==> src/fir_or_notch_sample_filter_defines.svh <==
// Assertion macros used by the filter top level.
`ifndef FIR_OR_NOTCH_SAMPLE_FILTER_DEFINES_SVH
`define FIR_OR_NOTCH_SAMPLE_FILTER_DEFINES_SVH
// Implication checked at every clock edge outside reset.
`define FNF_ASSERT_IMP(label, clk, rst_n, a, c, msg) \
    label: assert property (@(posedge clk) disable iff (!rst_n) (a) |-> (c)) else $error(msg);
// Implication whose consequent is checked in the cycle after the antecedent.
`define FNF_ASSERT_NEXT(label, clk, rst_n, a, c, msg) \
    label: assert property (@(posedge clk) disable iff (!rst_n) (a) |=> (c)) else $error(msg);
`endif

==> src/fnf_pkg.sv <==
// Package with shared types and constants of the filter.
package fnf_pkg;
    localparam logic [1:0] FUNC_FILTER = 2'd0;
    localparam logic [1:0] FUNC_COEF = 2'd1;
    localparam logic [1:0] FUNC_CLEAR = 2'd2;
    localparam logic [1:0] MODE_FIR = 2'd0;
    localparam logic [1:0] MODE_NOTCH = 2'd1;
    localparam logic [1:0] REG_ENABLE = 2'd0;
    localparam logic [1:0] REG_MODE = 2'd1;
    localparam logic [1:0] REG_TAP_ORDER = 2'd2;
    localparam logic [1:0] REG_NOTCH_COS = 2'd3;
    localparam int POLE_R = 32440;
    localparam int POLE_R2 = 32115;
    localparam int ACC_WIDTH = 64;

    typedef struct packed {
        logic clear;
    } mac_ctrl_t;
endpackage

==> src/fnf_mac.sv <==
// Shared multiply-accumulate unit with one registered product stage.
module fnf_mac
    import fnf_pkg::*;
(
    input  logic                        clk,
    input  logic                        rst_n,
    input  mac_ctrl_t                   ctrl,
    input  logic                        op_valid,
    input  logic signed [17:0]          op_a,
    input  logic signed [33:0]          op_b,
    output logic signed [ACC_WIDTH-1:0] acc
);
    logic signed [51:0]          prod_full;
    logic signed [ACC_WIDTH-1:0] prod_reg;
    logic                        prod_valid_reg;
    logic signed [ACC_WIDTH-1:0] acc_reg;

    assign prod_full = op_a * op_b;

    always_ff @(posedge clk or negedge rst_n)
    begin
        if (!rst_n)
        begin
            prod_valid_reg <= 1'b0;
            prod_reg <= '0;
            acc_reg <= '0;
        end
        else
        begin
            prod_valid_reg <= op_valid;
            prod_reg <= ACC_WIDTH'(prod_full);
            if (ctrl.clear)
            begin
                acc_reg <= '0;
            end
            else if (prod_valid_reg)
            begin
                acc_reg <= acc_reg + prod_reg;
            end
        end
    end

    assign acc = acc_reg;
endmodule

==> config.mk <==
export PLATFORM = sky130hd
export DESIGN_NAME = fnf_mac
export DESIGN_NICKNAME = d
export VERILOG_FILES = /design/src/fir_or_notch_sample_filter_defines.svh /design/src/fnf_pkg.sv /design/src/fnf_mac.sv
export SDC_FILE = /design/constraint.sdc
export NUM_CORES = 2
export LEC_CHECK = 0
export BUFFER_PORTS_ARGS = -buffer_cell sky130_fd_sc_hd__buf_2
export CAP_MARGIN = 25
export CELL_PAD_IN_SITES_DETAIL_PLACEMENT = 1
export CELL_PAD_IN_SITES_GLOBAL_PLACEMENT = 2
export CORE_MARGIN = 2
export CORE_UTILIZATION = 37
export CTS_CLUSTER_SIZE = 8
export DETAILED_ROUTE_END_ITERATION = 8
export PLACE_DENSITY_LB_ADDON = 0.1
export SYNTH_ARGS = -nofsm -noshare
export SYNTH_HDL_FRONTEND = slang
export SYNTH_SLANG_ARGS = --single-unit
==> constraint.sdc <==
create_clock -name clk -period 3 [get_ports clk]
set_clock_uncertainty 0.1 [all_clocks]
set_input_delay 0.6 -clock clk [delete_from_list [all_inputs] [get_ports clk]]
set_output_delay 0.6 -clock clk [all_outputs]
set_load 0.02 [all_outputs]
; ---- After elaboration in Yosys (flattened, before gate mapping)
; Index checks and enable logic that the tools add are counted.
[word_totals]
regBits = 117
inputBits = 56
out_inout_bits = 64
wordCells = 8
[classes]
n_addsub = 1
mul = 1
mux = 2
reduce_logical = 1
[op_table]
columns = operator, count
row1 = $mux 64, 2
row2 = $add 64x52->64, 1
row3 = $mul 18x34->52, 1
row4 = $reduce_bool 2->1, 1

; ---- Longest topological paths before layout
[logic_depth]
ltp_word = 3
ltp_mapped = 26
ltp_nobuf = 25

; ---- Least setup slack after synthesis
; OpenSTA, ideal clock, no wires.
[synth_path]
kind = input to register
from = input op_a[9]
to = register prod_reg[48]
arrival_time_ns = 6.382
path_slack_ns = -3.607
stages = 25
n_path_buf = 2
path_cell_list = clkbuf_1 clkbuf_1 nand2_1 fa_1 inv_1 fa_1 inv_1 fa_1 inv_1 fa_1 fa_1 inv_1 fa_1 inv_1 ha_1 nand4_1 nor4_1 o2111ai_1 o21ai_2 o211ai_4 o31ai_4 a311oi_4 nor2_2 a311oi_2 xnor2_1
[synth_via]
elab_chain_len = 1
[synth_lines]
columns = item, line
row1 = from (decl), fnf_mac.sv:9  ; input logic signed [17:0] op_a,
row2 = $mul 18x34->52, fnf_mac.sv:18  ; assign prod_full = op_a * op_b;
row3 = via prod_full[48], fnf_mac.sv:13  ; logic signed [51:0] prod_full;
row4 = to (signal assigned), fnf_mac.sv:31  ; prod_reg <= ACC_WIDTH'(prod_full);
row5 = to (decl), fnf_mac.sv:14  ; logic signed [ACC_WIDTH-1:0] prod_reg;
; The timed path passes the listed nets, and every way through them passes these cells.
; A chain may end at the register's enable or synchronous reset.

; ---- Worst setup path after layout
[layout_path]
from = input op_a[9]
to = register prod_reg[34]
; The elaborated chain is that of the path after synthesis.

==> impl_results.md <==
* RR Startpoint: prod_reg[0]$_DFF_PN0_
* Synth Register Bits at 117
* Inst Count DP at 4720
* Synth cell types at 88
* Final worst setup slack at -3100 ps
* Crit path launch: op_a[9]
* Iter 0 DRT Violations at 842
* Clock Latency Late Sink at 440 ps
* Slowest CP cell: fa_1
* GPL Wtd Cong at 0.907
* Syn Inst Count at 3205
* CTS HTree Levels at 4
* WL/cell at 19.7 um
* Worst EP arrival at 6340 ps
* Crit path top cell by count: fa_1
* Vias/cell at 4.85
* CP Cell Sequence: buf_12 > buf_12 > buf_12 > nand2_1 > fa_1 > inv_1 > fa_1 > fa_1 > fa_1 > fa_1 > inv_1 > fa_1 > inv_2 > ha_4 > a21o_1 > a21oi_2 > o21bai_1 > a21o_1 > a21oi_2 > o31ai_4 > and2_1 > o21ai_2 > or4b_4 > o311ai_2
* Slew Limit Fails at 0
* Finished Layout Cells at 4838
* Total gr overflow at 0
* Routed Antenna Nets at 0
* List of most frequent post-synthesis cells: inv_1, fa_1, nand2_1
* R2R depth at 14
* Routed vias at 23500
* Std cell rows at 102
* Final instance area at 0.0382 mm^2
* Total CTS buffers at 17
* Mapped Area at 0.0288 mm^2
* Critical path launch point type: input port
* Final setup viols at 63
* Failing checks: negative setup slack
* Clock buffer depth at 2
* FILL cells at 8807
* Top FF cell, synth: dfrtp_1
* Critical Path RT at 3230 ps
* First-pass GRT wire length at 152 mm
* CP Capture Type: flip-flop
* I/O Buffers at 119
* Post-synth top area cell: fa_1
* Syn_nets at 4035
* Final worst path period share at 2.03
* I/O pin cnt at 120
* Ys Warns at 0
* Layout cells sized above 1 at 0.297
* CTS tree: built
* DP Area at 0.0344 mm^2
* Period minus WS final at 6100 ps
* Worst Max-Slew Pin Slew at 662 ps
* Number of antenna violations at the first check in global routing at 0
* Chip width at 283 um
* Core region area at 0.0772 mm^2
* # DRC at 0
* Top cell type's share of synthesized area at 0.408
* Final Hold Fails at 0
* Routed wire length at 95.3 mm
* Max cap viols at 0
* Hold Path Class: input port to async pin
* Hold Buf Count CTS at 0
* Final net count at 4615
* Delay of the slowest critical-path stage at 580 ps
* Syn Area/Cell at 8.97 um^2
* Critical path type: input port to flip-flop
* Post-synth EDFFs at 0
* CP Max Fanout at 6
* Setup TNS at -120950 ps
* Async SR Flop Fraction at 1.00
* Max-slew headroom at 0.557
* Util after Layout at 0.495
* Initial Util at 0.372
* Antenna diodes at 0
* Seq/Total Area, Yosys at 0.102
* Root Buffer: clkbuf_16
* All-Layer GR Usage at 0.244
* Die Y at 283 um
* Number of global-route vias before repair at 27200
* Clk pin slew, worst setup/hold paths at 60 ps
* Status: complete, but fails checks
* Fmax at 164 MHz
* Most frequent cell after synthesis: inv_1
* Die area at 0.0799 mm^2
* Syn-to-layout area delta at 32.8%
* Synth top area cells: fa_1, dfrtp_1, inv_1, ha_1, and2_1
* Sink Count at 117
* Largest net degree at the start of global routing at 61
* Unrepaired setup endpoints after global routing: yes
* Largest register FFs at 64
* DR pass1 iterations at 4
* Dpl hpwl at 79.9 mm
-- cells in the final DEF (no fill, tap or decap), drive strengths merged, types with 6 or more instances in the layout --
cell and n:
a211oi 11, a211o 6, inv 685, a31oi 14
clkinv 9, nand3 19, clkbuf 27, nand2b 21
nand3b 6, a22o 14, nand2 413, xor2 30
o211ai 11, fa 586, nor2 147, nor3 16
o31ai 7, buf 699, nand4 25, and3 15
xnor2 73, o21a 14, nor2b 14, dfrtp 117
and2 249, o21bai 19, a21oi 115, ha 188
mux2i 41, a21o 55, o21ai 69
-- layer usage --
layer / wire, um / global-route usage
met1: 45600 / 0.350
met2: 46400 / 0.412
met3: 1850 / 0.0147
met4: 1390 / 0.0406
met5: 0 / 0
-- cell type report --
class,count,area [um^2],share of cell area
clock buffers,21,450,0.0118
clock inverters,11,109,0.00285
inverters,685,2580,0.0675
multi-input cells,2257,24600,0.645
flip-flops and latches,117,2930,0.0768
well taps,1040,1300,0.0341
repair buffers,707,6170,0.162
-- per-stage QoR --
step	setup slack [ps]	hold slack (ps)
final	-3100	12.1
after CTS	-3170	9.29
after floorplan	-3170	204
after global routing	-3330	36.5
after global placement	-3740	413
after detailed placement	-3860	430
-- timing repair --
action	CTS	global route
resized for setup	350	215
pin swaps	180	166
endpoints found under the setup margin	83	88
buffers inserted	71	46
cloned	5	3
-- critical path, delay by kind of cell --
kind                       cells  cell delay (ps)
buffers and inverters          6              530
AOI/OAI and AO/OA              8             1150
adders and majority gates      7             3270
and+or+nand+nor                3              740
-- kinds of logic (layout without fill, tap and decap cells) --
logic type / Yosys count / after routing / share of synthesized area
xor+xnor: 103 / 103 / 0.0314
fa+ha+maj: 774 / 774 / 0.490
buf+inv: 831 / 1424 / 0.110
simple gates: 956 / 956 / 0.161
compound gates: 383 / 383 / 0.0919
flops: 117 / 117 / 0.102
mux: 41 / 41 / 0.0143
-- final timing paths --
| check | to | slack (ps) |
|---|---|---|
| worst min register to register | acc[62]$_DFFE_PN0P_ | 440 |
| worst max register to register | acc[62]$_DFFE_PN0P_ | -260 |
| worst min-delay path | acc[62]$_DFFE_PN0P_ | 10 |
| min in group clk | prod_valid_reg$_DFF_PN0_ | 170 |
| max in group asynchronous | acc[14]$_DFFE_PN0P_ | 2080 |
| worst max-delay path | prod_reg[34]$_DFF_PN0_ | -3100 |
Power is left out: the tool's default activity adds up to more than one toggle a clock period on the data nets, which glitch-free logic cannot reach.
